$ cat src/rtl/ssg_ram.sv
module ssg_ram #(
   parameter int WIDTH = 8,
   parameter int DEPTH = 16,
   parameter int AW    = 4
) (
   input  logic             clock,
   input  logic             we,
   input  logic [AW-1:0]    waddr,
   input  logic [WIDTH-1:0] wdata,
   input  logic [AW-1:0]    raddr,
   output logic [WIDTH-1:0] rdata
);

   logic [WIDTH-1:0] mem [DEPTH];

   // One write port, one registered read port
   always_ff @(posedge clock) begin
      if (we) begin
         mem[waddr] <= wdata;
      end
      rdata <= mem[raddr];
   end

endmodule

$ cat config.mk
export PLATFORM = sky130hd
export DESIGN_NAME = ssg_ram
export DESIGN_NICKNAME = d
export VERILOG_FILES = /design/src/rtl/ssg_ram.sv
export SDC_FILE = /design/constraint.sdc
export NUM_CORES = 1
export LEC_CHECK = 0
export BUFFER_PORTS_ARGS = -buffer_cell sky130_fd_sc_hd__buf_2
export CAP_MARGIN = 40
export CORE_ASPECT_RATIO = 1.1
export CORE_MARGIN = 3
export CORE_UTILIZATION = 60
export CTS_BUF_LIST = sky130_fd_sc_hd__clkbuf_4
export CTS_CLUSTER_DIAMETER = 60
export CTS_CLUSTER_SIZE = 12
export DETAILED_ROUTE_END_ITERATION = 10
export PLACE_DENSITY = 0.84
export SETUP_SLACK_MARGIN = 0.02
export SKIP_LAST_GASP = 1
export SYNTH_ARGS = -nofsm -noshare
export SYNTH_HDL_FRONTEND = slang
export SYNTH_SLANG_ARGS = --single-unit
$ cat constraint.sdc
create_clock -name clock -period 4.9 [get_ports clock]
set_input_delay 0.245 -clock clock [delete_from_list [all_inputs] [get_ports clock]]
set_output_delay 0.245 -clock clock [all_outputs]
set_load 0.03 [all_outputs]
## Word-level counts from Yosys, hierarchy flattened

Memories as Yosys holds them, arrays and structs flattened. A register that Yosys moved wholly into a read port is not among the register bits.
Index checks and enable logic that the tools add are counted.

- Bits in registers: 0
- Latch bits: 0
- Bits in writable memories: 128
- Bits in read-only memories: 0
- Output and inout port bits: 8
- Logic and storage cells: 3
- Memories: 1

Memories:

| name | depth | bits a word | rd ports | clocked after Yosys merged registers in | write ports | RTL line | RTL |
|---|---|---|---|---|---|---|---|
| mem | 16 | 8 | 1 | 1 | 1 | 14 | `logic [WIDTH-1:0] mem [DEPTH];` |

- Add/sub/neg operators: 0
- Multiply operators: 0
- Div/mod/pow operators: 0
- $lt $le $gt $ge: 0
- Equality and inequality tests: 0
- Shift operators: 0
- Multiplexer cells: 2
- Bitwise operators: 0
- Reduce and logical (&&, ||, !) cells: 0

Operators by type and width:

| cell | count |
|---|---|
| 2-to-1 mux 1 bit | 2 |

## Depth between registers and ports, before layout

- Word-level depth: 2
- Depth in mapped cells: 5
- Gate-level depth less buffers: 3

## Least setup slack after synthesis

No wires, ideal clock.

- Path type: input to register
- From: input port waddr[2]
- To: memory mem[0][0] (enable)
- Setup time: 0.383 ns
- Arrival: 1.355 ns
- Data required time: 4.517 ns
- Setup slack: 3.162 ns
- Stages on the path: 2
- Cell sequence: or3b_2 -> nor3_1

RTL lines:

| what | RTL line | RTL |
|---|---|---|
| start: declaration | 8 | `input logic [AW-1:0] waddr,` |
| end: declaration | 14 |  |

Straight into the memory's write port.

## Final worst setup path

- From: input port waddr[2]
- To: memory mem[2][1] (enable)

Straight into the memory's write port.

==> impl_metrics.toml <==
[final_layout]
synthToLayoutAreaGrowth_pct = 10.5
nets = 292
antenna_cells = 0
stdcell_area_sq_um = 5690
drive_gt1_share_pct = 29.7
utilization_pct = 70.0

[synth]
synth.largest_area_cell = "edfxtp_1"
ys_warn_count = 0
synth_top_cell_area_share_pct = 74.7
netlist_instances = 229
syn-num-nets = 247
ys_seq_area_share_pct = 77.8
synth_cell_types = 19
synth_common_cells = "edfxtp_1, mux4_2, a22oi_1"
synth.area.top_cells = "edfxtp_1, mux4_2, mux4_1"
ys_ff_latch = 136
synth_edf_count = 128
synth.avg_cell_area_sq_um = 22.5
synth_area_sq_um = 5150
synthFlopType = "edfxtp_1"
synth.most_common_cell = "edfxtp_1"
synthArstFlopShare_pct = 0

[die]
die_h_um = 103
core.rowCount = 34
num_io_pins = 26
die-area_sq_um = 9730
start_util_pct = 63.4
fp.coreArea_sq_um = 8130
die_x_um = 94.3

[worst_setup_path]
crit_type = "in2reg"
path_max_fanout = 8
startpoint_type = "primary input"
worst_ep_required_time_ns = 5.03
cp_data_arrival_time_ns = 1.60
endpoint_kind = "flop"

[global_route]
antenna_found_initial = 0
grtUsageTotal_pct = 22.1
grt_max_degree = 33
grt_pass1_wl_mm = 14.5
grt_pass1_vias = 2504
overflow = 0

[detailed_routing]
postRouteAntennaNets = 0
drc = 0
vias = 2429
wl_mm = 9.53
avgViaCountPerCell = 6.16
drt-pass1-iter-count = 4
drt-wirelength-per-cell_um = 24.2
drtIter0Drc = 169

[timing]
hold_viol = 0
setup-tns-final_ns = 0
max_freq_mhz = 678
rsz0062_at_grt = "no"
tightest_slew_ns = 0.922
slew_viol_final = 0
fin_crit_sh_pct = 30.1
finalClockSkew_ns = 0.0154
slew_headroom_pct = 38.3
period_needed_ns = 1.48
finalSetupViolations = 0

[place]
port_buffers = 25
placed_cell_area_sq_um = 5400
hpwlAfterDp_mm = 5.97
gp_congestion = 0.735

[status]
outcome = "complete, no violations"

[power]
p_switching_mw = 0.492
p_leak_nw = 1.89
power_report.internal_total_mw = 1.65
power_density_nw_per_um2 = 377
ir_worst_vdd_v = 0.000255
power_frac_clock_pct = 33.0
p_sw_share_pct = 23.0
power_frac_seq_pct = 61.0
combPwrFrac_pct = 6.0

[worst_hold_path]
hold_class = "in2reg"

[cts]
clk_pin_slew_ns = 0.12
cts_tree = "built"
root_buffer = "clkbuf_4"
htreeDepth = 4
clock-sinks = 136
clk_latency_ns = 0.51
cts_buffer_depth = 2
cts_buffers = 17
ctsHoldBuffers = 0
ctsResizeCount = 0
cts_setup_buffers = 0

[flow_run]
maxCapViolations = 0
-- power groups by stage --
stage / logic, mW / clock network [mW] / registers, mW
floorplan: 0.0660 / 0 / 1.35
global placement: 0.122 / 0 / 1.33
detailed placement: 0.129 / 0 / 1.33
CTS: 0.129 / 0.718 / 1.31
global route: 0.138 / 0.771 / 1.31
finish: 0.128 / 0.707 / 1.31
-- logic make-up (layout without fill, tap and decap cells) --
group	count (synthesis)	count (layout)	share of synthesized area, %
muxes	32	32	15.0
buffers and inverters	10	67	1.68
and+or+nand+nor	35	35	3.18
AOI/OAI and AO/OA	16	16	2.33
DFF	136	136	77.8
-- worst max-delay path, cell delays in order --
cell and delay, ns:
buf_2 0.11, or3b_2 0.52, nor2_1 0.72
-- state kept, by name, indices dropped and copies added (netlist names) --
register,flops
rdata,8
mem,128
-- cell type report --
type | instances | area, sq um
sequential | 136 | 4000
fill | 477 | 2440
multi-input combinational | 83 | 1060
clock inverter | 14 | 150
tap | 108 | 135
clock buffer | 17 | 128
timing repair buffer | 36 | 215
-- through the flow --
step | power, mW | hold WS, ns | cells | worst slack [ns]
6_report | 2.14 | 0.103 | 394 | 3.42
4_1_cts | 2.16 | 0.0659 | 392 | 3.15
2_1_floorplan | 1.41 | 0.344 | 229 | 3.16
3_5_place_dp | 1.46 | 0.638 | 361 | 2.76
5_1_grt | 2.22 | 0.0465 | 394 | 3.41
3_3_place_gp | 1.45 | 0.627 | 355 | 2.59
-- per-layer routing --
metal | share of wire [%] | wire length, um | vias up | GRT usage (%)
met5 | 0 | 0 | - | 0
met4 | 0.73 | 70 | 0 | 7.56
met3 | 9.5 | 901 | 8 | 7.37
met2 | 51 | 4900 | 115 | 34.4
met1 | 38 | 3650 | 1234 | 30.1
li1 | - | - | 1072 | -
-- final timing paths --
kind              startpoint   endpoint  slack (ns)  depth (start not counted)
setup reg to reg   mem[1][3]   rdata[3]        3.54                          3
hold / removal      wdata[2]  mem[5][2]        0.10                          1
setup / recovery    waddr[2]  mem[2][1]        3.42                          3
hold reg to reg   mem[14][2]   rdata[2]        0.69                          3
-- cells in the final DEF (no fill, tap or decap), drive strengths merged, types with 2 or more instances in the layout --
cell type,instances
nor2,13
inv,3
bufinv,2
clkbuf,17
nand2b,2
nand3b,2
clkinv,4
dfxtp,8
edfxtp,128
a22oi,16
mux4,32
buf,36
nor3,4
clkinvlp,5
nand2,9
Note: power is estimated with default switching activity, not from simulation.
