File: src/rtl/ssg_pkg.sv
package ssg_pkg;

   // Fixed point format of the relaxed values
   localparam int FRAC_BITS = 16;
   localparam int VALUE_W   = FRAC_BITS + 1;
   localparam logic [VALUE_W-1:0] ONE  = VALUE_W'(1) << FRAC_BITS;
   localparam logic [VALUE_W-1:0] HALF = VALUE_W'(1) << (FRAC_BITS - 1);

   // Field widths
   localparam int INDEX_W = 10;
   localparam int REG_W   = 11;
   localparam int GRAD_W  = 28;
   localparam int TOTAL_W = 27;
   localparam int COUNT_W = 11;
   localparam int REQ_W   = 64;
   localparam int RSP_W   = 72;

   // Default store depths
   localparam int DEF_CLAUSE_DEPTH = 1024;
   localparam int DEF_VAR_DEPTH    = 1024;

   typedef enum logic [1:0] {
      CMD_LOAD_CLAUSE = 2'd0,
      CMD_WRITE_VAR   = 2'd1,
      CMD_EVALUATE    = 2'd2,
      CMD_READ_GRAD   = 2'd3
   } cmd_type;

   typedef enum logic [0:0] {
      REG_CLAUSE_COUNT   = 1'b0,
      REG_VARIABLE_COUNT = 1'b1
   } reg_type;

endpackage

File: src/rtl/ssg_wrap.sv
module ssg_wrap #(
   parameter int DEPTH = 1024,
   parameter int AW    = 10
) (
   input  logic                        clock,
   input  logic [ssg_pkg::INDEX_W-1:0] x,
   output logic [AW-1:0]               r
);

   // Reduce an index modulo DEPTH: reciprocal multiply, then one correction.
   // x must hold steady while q_ff and then r_ff are registered from it.
   localparam logic [20:0] RECIP = 21'((32'd1 << 20) / DEPTH);
   localparam logic [17:0] DV    = 18'(DEPTH);

   logic [30:0] qx;
   logic [9:0]  q_ff, q_in;
   logic [27:0] qd;
   logic [27:0] r_full;
   logic [17:0] r_fix;
   logic [AW-1:0] r_ff, r_in;

   always_comb begin
      qx     = 31'(x) * 31'(RECIP);
      q_in   = qx[29:20];
      qd     = 28'(q_ff) * 28'(DV);
      r_full = 28'(x) - qd;
      r_fix  = r_full[17:0];
      if (r_fix >= DV) begin
         r_fix = r_fix - DV;
      end
      r_in = r_fix[AW-1:0];
   end

   always_ff @(posedge clock) begin
      q_ff <= q_in;
      r_ff <= r_in;
   end

   assign r = r_ff;

endmodule

File: config.mk
export PLATFORM = sky130hd
export DESIGN_NAME = ssg_wrap
export DESIGN_NICKNAME = d
export VERILOG_FILES = /design/src/rtl/ssg_pkg.sv /design/src/rtl/ssg_wrap.sv
export SDC_FILE = /design/constraint.sdc
export NUM_CORES = 1
export LEC_CHECK = 0
export BUFFER_PORTS_ARGS = -buffer_cell sky130_fd_sc_hd__buf_2
export CORE_AREA = 2 2 39 41
export DETAILED_ROUTE_END_ITERATION = 12
export DIE_AREA = 0 0 41 43
export PLACE_DENSITY_LB_ADDON = 0.25
export SYNTH_ARGS = -nofsm -noshare
export SYNTH_HDL_FRONTEND = slang
export SYNTH_SLANG_ARGS = --single-unit
File: constraint.sdc
create_clock -name clock -period 0.8 [get_ports clock]
set_input_delay 0.08 -clock clock [delete_from_list [all_inputs] [get_ports clock]]
set_output_delay 0.08 -clock clock [all_outputs]
set_load 0.02 [all_outputs]
### Yosys cells after proc, flatten, opt, wreduce, memory -nomap -nowiden

Cells that the tools add are included.
W data, S select, Z words.

| cells by class | value |
|---|---|
| $lt $le $gt $ge | 1 |
| mux-type cells | 1 |
| add/subtract/negate cells | 1 |

Operators with widths:

| cell | count |
|---|---|
| $ge A10 B11 Y1 const B | 1 |
| $mux W10 | 1 |
| $sub A10 B1 Y10 const B | 1 |

| storage, ports and cells | value |
|---|---|
| register bits | 10 |
| logic and storage cells | 4 |
| output and inout bits | 10 |

### Logic depth before layout (Yosys ltp)

| logic depth | value |
|---|---|
| word-level depth | 2 |
| gate-level depth with buffers | 0 |
| depth with buffers taken out | 0 |

### Worst setup path before layout

OpenSTA, ideal clock, no wires.

| path | value |
|---|---|
| kind | reg-to-output |
| start point | reg r_ff[0] (netlist: r[0]) |
| end point | out r[0] |
| stages on the path, launching flop included | 1 |
| data required time | 720 ps |
| path buffers | 0 |
| arrival | 395 ps |
| path slack | 325 ps |
| path through | dfxtp_1 |

RTL lines:

| element | RTL line | source |
|---|---|---|
| from (decl) | ssg_wrap.sv:20 | `logic [AW-1:0] r_ff, r_in;` |
| from (signal assigned) | ssg_wrap.sv:36 | `r_ff <= r_in;` |
| to (decl) | ssg_wrap.sv:7 | `output logic [AW-1:0] r` |

No word-level cell between the ends.

### Worst setup path after layout

| path | value |
|---|---|
| start point | reg r_ff[1] (netlist: r[1]) |
| end point | out r[1] |

No word-level cell between the ends.

==> out/qor.txt <==
Final Non-Filler Cells - 59
CP Launch Type - register
Mapped Nets - 21
Vias per inst - 3.339
Yosys Warn Count - 0
Met3 usage - 7.853%
Hold depth - 2
Tightest Pin Transition - 59.48 ps
Slew Viols, Final - 0
Levels on crit path - 1
CP cell instances - buf_6
Clk slew on worst S/H paths - 60 ps
WL final - 541 µm
Maximum vdd drop - 0.8565 mV
Placement Setup Slack - 277.8 ps
GR peak layer - met2
Vias - 197
Max-cap viol count - 0
Synthesized cell area - 200.2 µm²
Final Hold Violating Endpoints - 0
Cell variety after synth - 1
Post-synthesis sequential area ratio - 100.0%
Met1 usage - 4.207%
Commonest non-fill, non-tap cells in the layout - dlygate4sd3_1, buf_2, buf_6, dfxtp_2, clkbuf_4
CTS Buf Count - 3
FP Rows - 14
Worst Path Buf+Inv - 1
RePlAce Congestion - 0.4875
CTS tree - done
Syn Inst Count - 10
Status - finished clean
Family with the most delay on the worst path - flip-flops
DRC - 0
Multi-Input Combinational - 0
CTS Root Cell - clkbuf_4
Max Fclk - 1291 MHz
H-tree lvl count - 1
Crit end category - output pin
Initial drt markers - 0
Height of the die - 43 µm
Placed cell count - 46
Diodes inserted - 0
Die Footprint - 0.001763 mm²
Clk sinks - 10
DRT antenna net count - 0
CP Data Arrival Time - 690 ps
Max FFs per register - 10
Final #Nets - 56
I/O Pins - 21
GRT met2 Usage - 10.94%
Number of global-route vias before repair - 203
Die width - 41 µm
Final core occ - 37.43%
Multi-input gate area - 0 µm²
Clock Tree Buf Depth - 2
Worst EP required - 720 ps
Fill cells - 136
# port buffers - 20
Maximum number of pins on one net before global-route repair - 6
Synth-to-layout area growth - 158.8%
Tot GR Track Use - 6.942%
Initial antenna violation count - 0
Normalized max-slew margin - 96.02%
Starting Density - 14.47%
Seq cells post-synth - 10
Final setup fails - 0
Core area - 0.001384 mm²
First-pass GRT wire length - 724 µm
Worst-path fanout max - 1
RSZ-0062 raised after global routing - yes
Setup WS post-layout - 25.49 ps
Syn Area/Cell - 20.02 µm²
Worst path slowest cell - dfxtp_2
Layout cells sized above 1 - 76.74%
Clock period minus worst slack - 774.5 ps
TritonRoute pass-1 iters - 1
Routed len/inst - 9.169 µm
Crit-path max cell delay - 320 ps
Crit Path Class - reg2out
Hold crit path type - in2reg
Cell Pwr Density - 1961 mW/mm²
Final Cycle Share - 96.81%
LEAKAGE - 0.2399 nW
Total gr overflow - 0
timing repair:
item | in CTS | in global routing
gates resized for setup | 9 | 21
setup endpoints to repair | 8 | 10
hold buffers | 10 | 0
setup buffers | 0 | 0
hold endpoints to repair | 10 | 0
per-layer routing:
metal	wire length [µm]	part of all wire, %
met5	0	0
met1	197	36
met2	282	52
met4	4	0.74
met3	57	11
worst paths after layout:
check | start | slack, ps | endpoint
max | r[1]$_DFF_P_ | 30 | r[1]
min | x[0] | 460 | r[0]$_DFF_P_
synthesized netlist by cell type:
library cell   n  share of area, %
dfxtp_1       10               100
metrics by stage:
stage                     area, µm²  hold slack [ps]  TNS (ps)  power [mW]
after global placement        320.3            182.8         0      0.6229
after detailed placement      320.3            184.2         0      0.6248
after CTS                     466.7            448.1         0       1.013
after global routing          518.0            438.3    -12.59       1.076
after floorplan               200.2            107.7         0      0.5775
final                         518.0            460.5         0       1.016
cell families (layout without fill, tap and decap cells):
kind of cell / count (synthesis) / count (layout) / share of synthesized area (%)
buffers and inverters: 0 / 33 / 0
DFF: 10 / 10 / 100.0
layout make-up:
cell class	instances	area (µm²)	share of cell area, %
flip-flops and latches	10	212.7	41.06
clock buffers	3	22.52	4.348
well taps	16	20.02	3.865
repair buffers	30	262.8	50.72
report_power, final:
part | total [mW] | internal, mW | switching, mW
Combinational | 0.151 | 0.0966 | 0.0546
Sequential | 0.542 | 0.530 | 0.0119
Clock | 0.322 | 0.173 | 0.150
Total | 1.02 | 0.800 | 0.216
Power figures use the tool's default switching activity.
